File: src/design/gsc_pkg.sv
// ----------------------------------------------------------------------------
// gsc_pkg
// Types, codes and constants shared by the gear shift controller modules.
// ----------------------------------------------------------------------------
package gsc_pkg;

  localparam int unsigned TOP_GEAR = 4;

  localparam int unsigned GEAR_W  = 3;
  localparam int unsigned TICK_W  = 16;
  localparam int unsigned DUTY_W  = 8;
  localparam int unsigned PINS_W  = 2;
  localparam int unsigned CMD_W   = 2;
  localparam int unsigned CADDR_W = 2;
  localparam int unsigned CDATA_W = 16;
  localparam int unsigned IDATA_W = 8;
  localparam int unsigned ODATA_W = 24;

  localparam logic [GEAR_W-1:0] GEAR_FIRST = GEAR_W'(1);
  localparam logic [GEAR_W-1:0] GEAR_TOP   = GEAR_W'(TOP_GEAR);
  localparam logic [TICK_W-1:0] TICK_MAX   = '1;

  localparam logic [TICK_W-1:0] DEBOUNCE_RST = TICK_W'(1000);
  localparam logic [TICK_W-1:0] SETTLE_RST   = TICK_W'(500);
  localparam logic [DUTY_W-1:0] OPEN_RST     = DUTY_W'(125);
  localparam logic [DUTY_W-1:0] CLOSED_RST   = DUTY_W'(255);

  // input commands
  localparam logic [CMD_W-1:0] CMD_TICK = 2'd0;
  localparam logic [CMD_W-1:0] CMD_UP   = 2'd1;
  localparam logic [CMD_W-1:0] CMD_DOWN = 2'd2;

  // configuration register indexes
  localparam logic [CADDR_W-1:0] REG_DEBOUNCE = 2'd0;
  localparam logic [CADDR_W-1:0] REG_SETTLE   = 2'd1;
  localparam logic [CADDR_W-1:0] REG_OPEN     = 2'd2;
  localparam logic [CADDR_W-1:0] REG_CLOSED   = 2'd3;

  typedef enum logic [2:0] {
    PH_IDLE  = 3'b001,
    PH_OPEN  = 3'b010,
    PH_CLOSE = 3'b100
  } phase_t;

  typedef struct packed {
    logic [TICK_W-1:0] debounce_ticks;
    logic [TICK_W-1:0] settle_ticks;
    logic [DUTY_W-1:0] open_duty;
    logic [DUTY_W-1:0] closed_duty;
  } cfg_t;

  typedef struct packed {
    logic [GEAR_W-1:0] desired_gear;
    logic [GEAR_W-1:0] active_gear;
    logic              press_allowed;
    logic [TICK_W-1:0] ticks_since_press;
    phase_t            phase;
    logic [TICK_W-1:0] phase_timer;
    logic [PINS_W-1:0] pins;
    logic [DUTY_W-1:0] duty;
    logic              turbo;
    logic              relay;
  } ctl_state_t;

  function automatic logic [PINS_W-1:0] pins_for(input logic [GEAR_W-1:0] gear);
    logic [PINS_W-1:0] p;
    unique case (gear)
      3'd1:    p = 2'd1;
      3'd2:    p = 2'd0;
      3'd3:    p = 2'd2;
      3'd4:    p = 2'd3;
      default: p = 2'd1;
    endcase
    return p;
  endfunction

endpackage

File: src/design/gsc_step.sv
// ----------------------------------------------------------------------------
// gsc_step
// Next-state logic: debounced gear presses, shift sequencer, relay and turbo.
// ----------------------------------------------------------------------------
module gsc_step (
  input  gsc_pkg::ctl_state_t           cur,
  input  gsc_pkg::cfg_t                 cfg,
  input  logic [gsc_pkg::CMD_W-1:0]     cmd,
  input  logic                          ecu_on,
  input  logic                          turbo_on,
  output gsc_pkg::ctl_state_t           nxt
);
  import gsc_pkg::*;

  logic              press_ok;
  logic [TICK_W-1:0] timer_inc;
  logic              wait_done;
  logic [GEAR_W-1:0] act_up;
  logic [GEAR_W-1:0] des_up;

  assign press_ok  = (cur.ticks_since_press > cfg.debounce_ticks) && cur.press_allowed;
  assign timer_inc = (cur.phase_timer != TICK_MAX) ? cur.phase_timer + TICK_W'(1)
                                                   : cur.phase_timer;
  assign wait_done = timer_inc >= cfg.settle_ticks;
  assign act_up    = cur.active_gear + GEAR_W'(1);
  assign des_up    = cur.desired_gear + GEAR_W'(1);

  always_comb begin
    nxt = cur;
    unique case (cmd)
      CMD_UP, CMD_DOWN: begin
        if (press_ok) begin
          if (cmd == CMD_UP) begin
            if (cur.desired_gear < GEAR_TOP) nxt.desired_gear = des_up;
          end else begin
            if (cur.desired_gear > GEAR_FIRST) nxt.desired_gear = cur.desired_gear - GEAR_W'(1);
          end
          nxt.ticks_since_press = '0;
          nxt.press_allowed     = 1'b0;
        end
      end
      CMD_TICK: begin
        if (cur.ticks_since_press != TICK_MAX)
          nxt.ticks_since_press = cur.ticks_since_press + TICK_W'(1);

        unique case (cur.phase)
          PH_OPEN: begin
            nxt.phase_timer = timer_inc;
            if (wait_done) begin
              nxt.active_gear = cur.desired_gear;
              nxt.pins        = pins_for(cur.desired_gear);
              nxt.duty        = cfg.closed_duty;
              nxt.phase       = PH_CLOSE;
              nxt.phase_timer = '0;
            end
          end
          PH_CLOSE: begin
            nxt.phase_timer = timer_inc;
            if (wait_done) begin
              nxt.press_allowed = 1'b1;
              nxt.phase         = PH_IDLE;
              nxt.phase_timer   = '0;
            end
          end
          default: begin
            if (ecu_on && (cur.desired_gear != cur.active_gear)) begin
              nxt.press_allowed = 1'b0;
              // one gear step per shift
              if (cur.desired_gear > act_up)
                nxt.desired_gear = act_up;
              else if (des_up < cur.active_gear)
                nxt.desired_gear = cur.active_gear - GEAR_W'(1);
              nxt.duty        = cfg.open_duty;
              nxt.phase       = PH_OPEN;
              nxt.phase_timer = '0;
            end
          end
        endcase

        if (ecu_on) begin
          nxt.relay = 1'b0;
          nxt.turbo = turbo_on;
        end else begin
          nxt.relay         = 1'b1;
          nxt.press_allowed = 1'b0;
        end
      end
      default: ;
    endcase
  end

endmodule

File: src/design/sequential_gear_shift_controller_top.sv
// ----------------------------------------------------------------------------
// sequential_gear_shift_controller_top
// Gear shift controller with stream input/output and a write-only config port.
// ----------------------------------------------------------------------------
// One beat in, one beat out. Each accepted beat (tick, up or down press) lands
// in an input register; once the result register is empty or drains, the
// controller state and the result register are updated from it. A new beat
// is taken every cycle as long as the result register drains, and a waiting
// result does not stop an empty input register from filling. Clutch wait times
// and the press debounce window count tick beats, not clock cycles. Config
// writes take effect at the next clock edge.
module sequential_gear_shift_controller_top (
  input  logic                           clk,
  input  logic                           rst_n,
  input  logic                           in_tvalid,
  output logic                           in_tready,
  input  logic [gsc_pkg::IDATA_W-1:0]    in_tdata,  // [0] ecu_switch, [1] turbo_switch
  input  logic [gsc_pkg::CMD_W-1:0]      in_tuser,  // [1:0] cmd
  output logic                           out_tvalid,
  input  logic                           out_tready,
  // [1:0] gear_pins, [9:2] clutch_duty, [10] turbo_drive, [11] ecu_relay,
  // [14:12] engaged_gear, [17:15] wanted_gear, [18] shifting
  output logic [gsc_pkg::ODATA_W-1:0]    out_tdata,
  input  logic                           cfg_we,
  input  logic [gsc_pkg::CADDR_W-1:0]    cfg_addr,
  input  logic [gsc_pkg::CDATA_W-1:0]    cfg_wdata
);
  import gsc_pkg::*;

  cfg_t               cfg_r, cfg_nxt;
  ctl_state_t         st_r, st_nxt;
  logic               s1_valid_r, s1_valid_nxt;
  logic [CMD_W-1:0]   s1_cmd_r;
  logic               s1_ecu_r;
  logic               s1_turbo_r;
  logic               out_valid_r, out_valid_nxt;
  logic [ODATA_W-1:0] out_data_r, out_data_nxt;
  logic               adv;
  logic               in_acc;

  assign adv       = s1_valid_r && (!out_valid_r || out_tready);
  assign in_tready = !s1_valid_r || adv;
  assign in_acc    = in_tvalid && in_tready;

  gsc_step u_step (
    .cur      (st_r),
    .cfg      (cfg_r),
    .cmd      (s1_cmd_r),
    .ecu_on   (s1_ecu_r),
    .turbo_on (s1_turbo_r),
    .nxt      (st_nxt)
  );

  always_comb begin
    cfg_nxt = cfg_r;
    if (cfg_we) begin
      unique case (cfg_addr)
        REG_DEBOUNCE: cfg_nxt.debounce_ticks = cfg_wdata;
        REG_SETTLE:   cfg_nxt.settle_ticks   = cfg_wdata;
        REG_OPEN:     cfg_nxt.open_duty      = cfg_wdata[DUTY_W-1:0];
        REG_CLOSED:   cfg_nxt.closed_duty    = cfg_wdata[DUTY_W-1:0];
        default:      ;
      endcase
    end
  end

  always_comb begin
    s1_valid_nxt = s1_valid_r;
    if (in_acc)
      s1_valid_nxt = 1'b1;
    else if (adv)
      s1_valid_nxt = 1'b0;

    out_valid_nxt = out_valid_r;
    if (adv)
      out_valid_nxt = 1'b1;
    else if (out_tready)
      out_valid_nxt = 1'b0;

    out_data_nxt = {5'b0, (st_nxt.phase != PH_IDLE), st_nxt.desired_gear,
                    st_nxt.active_gear, st_nxt.relay, st_nxt.turbo,
                    st_nxt.duty, st_nxt.pins};
  end

  always_ff @(posedge clk) begin
    if (!rst_n) begin
      cfg_r       <= '{debounce_ticks: DEBOUNCE_RST, settle_ticks: SETTLE_RST,
                       open_duty: OPEN_RST, closed_duty: CLOSED_RST};
      st_r        <= '{desired_gear: GEAR_FIRST, active_gear: GEAR_FIRST,
                       press_allowed: 1'b1, ticks_since_press: TICK_MAX,
                       phase: PH_IDLE, phase_timer: '0,
                       pins: pins_for(GEAR_FIRST), duty: CLOSED_RST,
                       turbo: 1'b0, relay: 1'b0};
      s1_valid_r  <= 1'b0;
      out_valid_r <= 1'b0;
    end else begin
      cfg_r       <= cfg_nxt;
      s1_valid_r  <= s1_valid_nxt;
      out_valid_r <= out_valid_nxt;
      if (adv)
        st_r <= st_nxt;
    end
  end

  always_ff @(posedge clk) begin
    if (in_acc) begin
      s1_cmd_r   <= in_tuser;
      s1_ecu_r   <= in_tdata[0];
      s1_turbo_r <= in_tdata[1];
    end
    if (adv)
      out_data_r <= out_data_nxt;
  end

  assign out_tvalid = out_valid_r;
  assign out_tdata  = out_data_r;

  // pins always follow the engaged gear
  a_pins_match: assert property (@(posedge clk) disable iff (!rst_n)
    st_r.pins == pins_for(st_r.active_gear))
    else $error("gear pins do not match engaged gear");

  // presses are only re-allowed once a shift has finished
  a_allow_idle: assert property (@(posedge clk) disable iff (!rst_n)
    st_r.press_allowed |-> (st_r.phase == PH_IDLE))
    else $error("presses allowed during a shift");

  a_idle_timer: assert property (@(posedge clk) disable iff (!rst_n)
    (st_r.phase == PH_IDLE) |-> (st_r.phase_timer == '0))
    else $error("phase timer running while idle");

  a_gear_range: assert property (@(posedge clk) disable iff (!rst_n)
    (st_r.desired_gear >= GEAR_FIRST) && (st_r.desired_gear <= GEAR_TOP))
    else $error("wanted gear out of range");

  // a completed step always leaves a result behind
  a_adv_out: assert property (@(posedge clk) disable iff (!rst_n)
    adv |=> out_valid_r)
    else $error("result lost after step");

endmodule
File: config.mk
export PLATFORM = sky130hd
export DESIGN_NAME = sequential_gear_shift_controller_top
export DESIGN_NICKNAME = d
export VERILOG_FILES = /design/src/design/gsc_pkg.sv /design/src/design/gsc_step.sv /design/src/design/sequential_gear_shift_controller_top.sv
export SDC_FILE = /design/constraint.sdc
export NUM_CORES = 1
export LEC_CHECK = 0
export BUFFER_PORTS_ARGS = -buffer_cell sky130_fd_sc_hd__buf_2
export CORE_MARGIN = 4
export CORE_UTILIZATION = 55
export DETAILED_ROUTE_END_ITERATION = 12
export PLACE_DENSITY = 0.74
export SYNTH_ARGS = -nofsm -noshare
export SYNTH_HDL_FRONTEND = slang
export SYNTH_SLANG_ARGS = --single-unit
File: constraint.sdc
create_clock -name clk -period 6.1 [get_ports clk]
set_input_delay 0 -clock clk [delete_from_list [all_inputs] [get_ports clk]]
set_output_delay 0 -clock clk [all_outputs]
set_load 0.01 [all_outputs]
==> metrics.md, run 1 <==
| Metric | Value |
|---|---|
| Routed vias | `6348` |
| Post-route ant nets | `0` |
| Final critical-path share of the clock period | `80.7%` |
| Drt total wl | `17200 um` |
| Initial Util | `56.7%` |
| Final Skew | `5.00 ps` |
| Die Y | `120 um` |
| Boundary Pins | `59` |
| CP top delay family | `simple AND/OR/NAND/NOR gates` |
| Longest Clk Path Bufs | `2` |
| Ys async rst share | `0%` |
| Max-cap violations | `0` |
| HP Start | `cfg_addr[0]` |
| Die Footprint | `14400 um2` |
| Reg2Reg Depth | `14` |
| Worst-path maximum fanout | `14` |
| Status | `complete, no violations` |
| DRT iter0 DRCs | `539` |
| Setup violators final | `0` |
| Seq pwr share | `43.8%` |
| Gr ovfl total | `0` |
| Setup Crit Path Kind | `register to register` |
| Post-synthesis cell count | `817` |
| Slowest cell on crit path | `and3_1` |
| Slew @ Worst Pin | `1130 ps` |
| Tot GR Track Use | `24.6%` |
| Sw frac | `25.4%` |
| Core area | `12200 um2` |
| Crit path launch type | `register` |
| Leak pwr | `3.24 nW` |
| Num Clock Sinks | `127` |
| Post-DP Area | `7190 um2` |
| Crit-path most repeated cell | `and3_1` |
| Final setup TNS | `0 ps` |
| CP Data Arrival Time | `5180 ps` |
| Slowest cell delay on critical path | `690 ps` |
| Final slew viol count | `0` |
| Worst-path clk slew | `50 ps` |
| R2r endpoint | `st_r[10]` |
| RSZ-0062 raised after global routing | `false` |
| Row cnt | `40` |
| Final net count | `951` |
| Initial antenna violation count | `0` |
| GPL Wtd Cong | `0.849` |
| Most frequent cells after synthesis | `nand2_1 (135), dfxtp_1 (104), a21oi_1 (58), inv_1 (51), nor2_1 (50)` |
| Post-synthesis sequential area ratio | `40.2%` |
| Post-CTS Setup Inserts | `0` |
| Finished Layout Cells | `1051` |
| Drt wl/cell | `16.4 um` |
| Slew margin rel. | `24.1%` |
| Main flop type after synthesis | `dfxtp_1` |
| Leading cell types by total area after synthesis | `dfxtp_1 (30%), edfxtp_1 (10%), ha_1 (8.7%), nand2_1 (7.3%), a21oi_1 (4.2%)` |
| Inst Count DP | `996` |
| Flop-to-flop setup slack | `1180 ps` |
| Synth unique cells | `72` |
| TritonCTS clock tree | `done` |
| Final Hold Viols | `0` |
| CP Capture Type | `register` |
| Worst hold slack | `102 ps` |
| YS warnings | `0` |
| Largest net degree at the start of global routing | `56` |
| Worst r2r src | `st_r[12]` |
| #FFs+latches synth | `127` |
| First-pass GRT wire length | `28700 um` |
| Die width | `120 um` |
| Comb power frac | `11.7%` |
| Vias in the first global route | `6023` |
| Hold Path Class | `input pin to register` |
| Hold path endpoint | `cfg_r[15]` |
| Area grow syn2layout | `15.4%` |
| Clk network pwr share | `44.6%` |
| Post-synth EDFFs | `23` |
| CP required | `6350 ps` |
| CTS resizes | `0` |
| Minimum clock period | `4920 ps` |
| Layout cells sized above 1 | `11.6%` |
| Final instance area | `7960 um2` |
| Mapped Area | `6900 um2` |
| I/O Buffers | `47` |
| Top cell type's share of synthesized area | `30.2%` |
| N_diodes | `0` |
| Residual DRC | `0` |
| CTS buffer count | `17` |
| Synthesized area per cell | `8.44 um2` |
| Post-DP HPWL | `11900 um` |
| Buf/Inv on CP | `0` |
| Root buffer cell | `clkbuf_16` |
| Vias per inst | `6.04` |
| Top-count cell post-synth | `nand2_1` |
| Fmax | `203 MHz` |
| Worst skew pair latency | `420 ps` |
| Internal power | `1.56 mW` |
| NetSw | `0.532 mW` |
| TritonRoute pass-1 iters | `6` |
| H-Tree Depth | `4` |
| Area leader, netlist | `dfxtp_1` |
| Pwr dens | `263 nW/um2` |
| Sequence of cells on the critical path | `ha_1 > nand3_1 > nor3_2 > nand4_1 > and3_1 > xor2_1 > ha_1 > nand2_1 > nor4_1 > o21ai_0 > nand3_1 > and3_1 > and3_1 > o21ai_0` |
| Max VDD drop | `0.164 mV` |
| Hold path cells | `4` |
[sequential cells by signal (all words and copies together) (netlist names)]
register	flops
cfg_r	48
out_tdata	19
out_tvalid	1
s1_cmd_r	2
s1_ecu_r	1
s1_turbo_r	1
s1_valid_r	1
st_r	54
[cell families after synthesis]
kind of cell    count (synthesis)  share of synthesized area (%)
compound gates                206                           20.1
xor+xnor                       15                           1.90
fa+ha+maj                      48                           8.71
buf+inv                        97                           5.91
flops                         127                           40.2
mux                            12                           1.83
other cells                     1                         0.0544
simple gates                  311                           21.3
[per-layer routing]
metal	vias to the layer above	global-route usage (%)	part of all wire (%)
li1	3044	-	-
met1	3025	30.6	42
met2	240	41.1	49
met3	39	5.42	6.1
met4	0	10.2	2.2
met5	-	0	0
[worst max-delay path by stage]
stage | from | end | slack, ps | cells past startpoint
2_1_floorplan | st_r[12] | st_r[5] | 2720 | 17
6_report | st_r[12] | st_r[10] | 1180 | 14
4_1_cts | st_r[16] | st_r[10] | 1290 | 13
5_1_grt | st_r[16] | st_r[10] | 920 | 13
3_5_place_dp | st_r[16] | st_r[10] | 1410 | 13
3_3_place_gp | st_r[16] | st_r[10] | 1540 | 13
[stage by stage]
| step | util (%) | power [mW] | worst slack [ps] |
|---|---|---|---|
| 6_report | 65.5 | 2.09 | 1180 |
| 2_1_floorplan | - | 1.09 | 2720 |
| 4_1_cts | 65.5 | 2.10 | 1290 |
| 3_3_place_gp | 59.1 | 1.15 | 1540 |
| 3_5_place_dp | 59.1 | 1.16 | 1410 |
| 5_1_grt | 65.5 | 2.18 | 923 |
[cells in the final DEF, fill, tap and decap left out, drive strengths merged, types with 5 or more instances in the layout]
| cell type | count |
|---|---|
| o21a | 7 |
| nand3b | 6 |
| mux2i | 7 |
| a221o | 6 |
| clkbuf | 24 |
| clkinv | 7 |
| and2 | 6 |
| o311ai | 6 |
| o211ai | 25 |
| and3 | 13 |
| nand2b | 9 |
| o21ai | 45 |
| a31oi | 5 |
| conb | 5 |
| nor3 | 12 |
| xnor2 | 8 |
| a22oi | 17 |
| nand3 | 40 |
| dlygate4sd3 | 23 |
| ha | 48 |
| buf | 52 |
| xor2 | 7 |
| nand4 | 11 |
| a21oi | 58 |
| inv | 52 |
| nand2 | 135 |
| mux2 | 5 |
| edfxtp | 23 |
| dfxtp | 104 |
| nor2 | 51 |
[timing repair]
action                                  4_1_cts  5_1_grt
endpoints found under the setup margin        0        0
hold endpoints to repair                     54        0
hold buffers                                 23        0
[power groups by stage]
| stage | clock (mW) | combinational [mW] | sequential (mW) |
|---|---|---|---|
| 3_5_place_dp | 0 | 0.227 | 0.932 |
| 2_1_floorplan | 0 | 0.168 | 0.926 |
| 4_1_cts | 0.940 | 0.241 | 0.915 |
| 3_3_place_gp | 0 | 0.216 | 0.931 |
| 5_1_grt | 0.989 | 0.273 | 0.919 |
| 6_report | 0.932 | 0.244 | 0.916 |
[tightest hold or removal path: stages]
cell and delay, ps:
buf_2 160, nor2_1 160, nand2_1 100, a21oi_1 50
[final cells by class]
| cell class | instances | area [um2] |
|---|---|---|
| repair buffers | 75 | 503 |
| flip-flops and latches | 127 | 2770 |
| clock inverters | 8 | 66.3 |
| clock buffers | 24 | 472 |
| inverters | 52 | 195 |
| well taps | 168 | 210 |
| fillers | 1012 | 4200 |
| multi-input cells | 597 | 3740 |
No activity file was read; power rests on OpenSTA's default activity.
==> run 2, diff against run 1 <==
==> constraint.sdc (replaced) <==
create_clock -name clk -period 4.95 [get_ports clk]
set_input_delay 0 -clock clk [delete_from_list [all_inputs] [get_ports clk]]
set_output_delay 0 -clock clk [all_outputs]
set_load 0.01 [all_outputs]
==> run 2 against run 1 <==
Compared with the run above: wire length is 3.1% higher; sequential power up 23%; worst hold slack improved by 13 ps; sequential share of layout area shrank 0.35 points; largest power group unchanged; highest routed layer unchanged.
==> metrics.md, run 2 (same netlist as run 1, synthesis figures left out) <==
| Metric | Value |
|---|---|
| Status | `complete, no violations` |
| Num Clock Sinks | `127` |
| Worst r2r src | `st_r[16]` |
| Multi-input logic area | `3740 um2` |
| Layout cells sized above 1 | `12.2%` |
| Slowest cell delay on critical path | `700 ps` |
| Final setup TNS | `0 ps` |
| Area grow syn2layout | `16.6%` |
| Final core utilization | `66.1%` |
| CP Capture Type | `register` |
| Register area | `2770 um2` |
| Hold buffer count at CTS | `23` |
| Final critical-path share of the clock period | `88.5%` |
| Critical path destination | `st_r[8]` |
| Final Hold Viols | `0` |
| Leak pwr | `3.27 nW` |
| Setup Crit Path Kind | `register to register` |
| Largest net degree at the start of global routing | `56` |
| Residual DRC | `0` |
| Filler Cell Count | `995` |
| Drt total wl | `17800 um` |
| Row cnt | `40` |
| WP depth | `13` |
| I/O Buffers | `47` |
| Final Skew | `8.74 ps` |
| DRT iter0 DRCs | `606` |
| Crit path launch type | `register` |
| CTS resizes | `0` |
| Longest Clk Path Bufs | `2` |
| Initial antenna violation count | `0` |
| Initial Util | `56.7%` |
| Die Y | `120 um` |
| GPL Wtd Cong | `0.938` |
| Slew @ Worst Pin | `1190 ps` |
| CP top delay family | `simple AND/OR/NAND/NOR gates` |
| NetSw | `0.670 mW` |
| Largest register FFs | `54` |
| H-Tree Depth | `4` |
| Boundary Pins | `59` |
| Final net count | `954` |
| Clk network pwr share | `46.5%` |
| CTS buffer count | `17` |
| TritonCTS clock tree | `done` |
| Reg2Reg Depth | `13` |
| Routed vias | `6336` |
| CP required | `5260 ps` |
| Slowest cell on crit path | `nor4_1` |
| Seq pwr share | `42.2%` |
| Max-cap violations | `0` |
| RSZ-0062 raised after global routing | `false` |
| Die width | `120 um` |
| Tot GR Track Use | `25.6%` |
| Core area | `12200 um2` |
| N_diodes | `0` |
| Gr ovfl total | `0` |
| Inst Count DP | `999` |
| R2r endpoint | `st_r[8]` |
| Hold Path Class | `input pin to register` |
| TritonRoute pass-1 iters | `7` |
| Final instance area | `8040 um2` |
| Worst skew pair latency | `420 ps` |
| Internal power | `2.00 mW` |
| Drt wl/cell | `16.9 um` |
| Setup violators final | `0` |
| Vias per inst | `6.01` |
| Pre-CTS setup slack | `718 ps` |
| Finished Layout Cells | `1054` |
| Sw frac | `25.1%` |
| Launch point of the worst path | `st_r[16]` |
| Final slew viol count | `0` |
| Post-DP HPWL | `12400 um` |
| Biggest register | `st_r` |
| Post-DP Area | `7220 um2` |
| First-pass GRT wire length | `29900 um` |
| Flop-to-flop setup slack | `570 ps` |
| Fmax | `228 MHz` |
| Post-CTS Setup Inserts | `0` |
| Pwr dens | `333 nW/um2` |
| Comb power frac | `11.3%` |
| Highest-count cells in the layout ignoring fill and taps | `nand2_1 (135), dfxtp_1 (104), a21oi_1 (58), inv_1 (51), nor2_1 (50)` |
| CP Data Arrival Time | `4680 ps` |
| Vias in the first global route | `6236` |
| Root buffer cell | `clkbuf_16` |
| Sequence of cells on the critical path | `nand4_1 > nor3_1 > nand3_1 > xor2_1 > nand2_1 > ha_1 > nand2_1 > nor4_1 > o21ai_0 > nand3_1 > nor3_1 > or4_1 > o21a_1` |
| Worst setup margin | `571 ps` |
| Buf/Inv on CP | `0` |
| Worst-path clk slew | `60 ps` |
| Max VDD drop | `0.224 mV` |
| Slew margin rel. | `20.5%` |
| Commonest non-fill, non-tap cell in the layout | `nand2_1` |
| Post-route ant nets | `0` |
| Worst-path maximum fanout | `8` |
| Minimum clock period | `4380 ps` |
| Die Footprint | `14400 um2` |
-- run 2: cell types whose count changed in the layout (fill, tap and decap cells not counted) --
cell | before | now
clkinvlp_4 | 0 | 3
clkbuf_1 | 5 | 2
clkinv_2 | 6 | 2
clkinv_4 | 0 | 1
bufinv_16 | 1 | 2
clkbuf_8 | 2 | 4
buf_4 | 5 | 8
-- run 2: final cells by class --
type                            count  area share [%]
Sequential cell                   127            34.5
Clock buffer                       23            6.07
Clock inverter                      9            1.34
Inverter                           52            2.43
Timing Repair Buffer               78            6.53
Tap cell                          168            2.61
Multi-Input combinational cell    597            46.5
-- run 2: how the worst min path moves through the flow --
stage | end | from | cells past startpoint | slack, ps
2_1_floorplan | s1_cmd_r[0] | in_tuser[0] | 0 | 100
3_3_place_gp | s1_turbo_r | in_tdata[1] | 1 | 180
3_5_place_dp | s1_cmd_r[0] | in_tuser[0] | 1 | 180
4_1_cts | cfg_r[15] | cfg_addr[0] | 4 | 90
5_1_grt | cfg_r[15] | cfg_addr[0] | 4 | 140
6_report | cfg_r[9] | cfg_addr[0] | 4 | 110
-- run 2: per-stage QoR --
step	power, mW	hold WS, ps
final	2.68	114
after global routing	2.78	141
after CTS	2.68	94.6
after detailed placement	1.43	178
after global placement	1.41	177
after floorplan	1.35	98.9
-- run 2: metal layers --
layer	wire length [um]	vias to the layer above	track usage (%)
li1	-	3041	-
met1	7480	2997	32.1
met2	8640	251	42.5
met3	1170	47	5.75
met4	488	0	10.8
met5	0	-	0
-- run 2: power groups by stage --
stage | Combinational, mW | Sequential [mW] | Clock [mW]
2_1_floorplan | 0.208 | 1.14 | 0
3_3_place_gp | 0.265 | 1.15 | 0
3_5_place_dp | 0.282 | 1.15 | 0
4_1_cts | 0.299 | 1.13 | 1.25
5_1_grt | 0.343 | 1.13 | 1.31
6_report | 0.303 | 1.13 | 1.24
-- run 2: worst register-to-register path, stage by stage (launching register included) --
cell and delay, ps:
dfxtp_1 460, nand4_1 290, nor3_1 480, nand3_1 160, xor2_1 140, nand2_1 90
ha_1 320, nand2_1 80, nor4_1 700, o21ai_0 300, nand3_1 320, nor3_1 120
or4_1 590, o21a_1 210
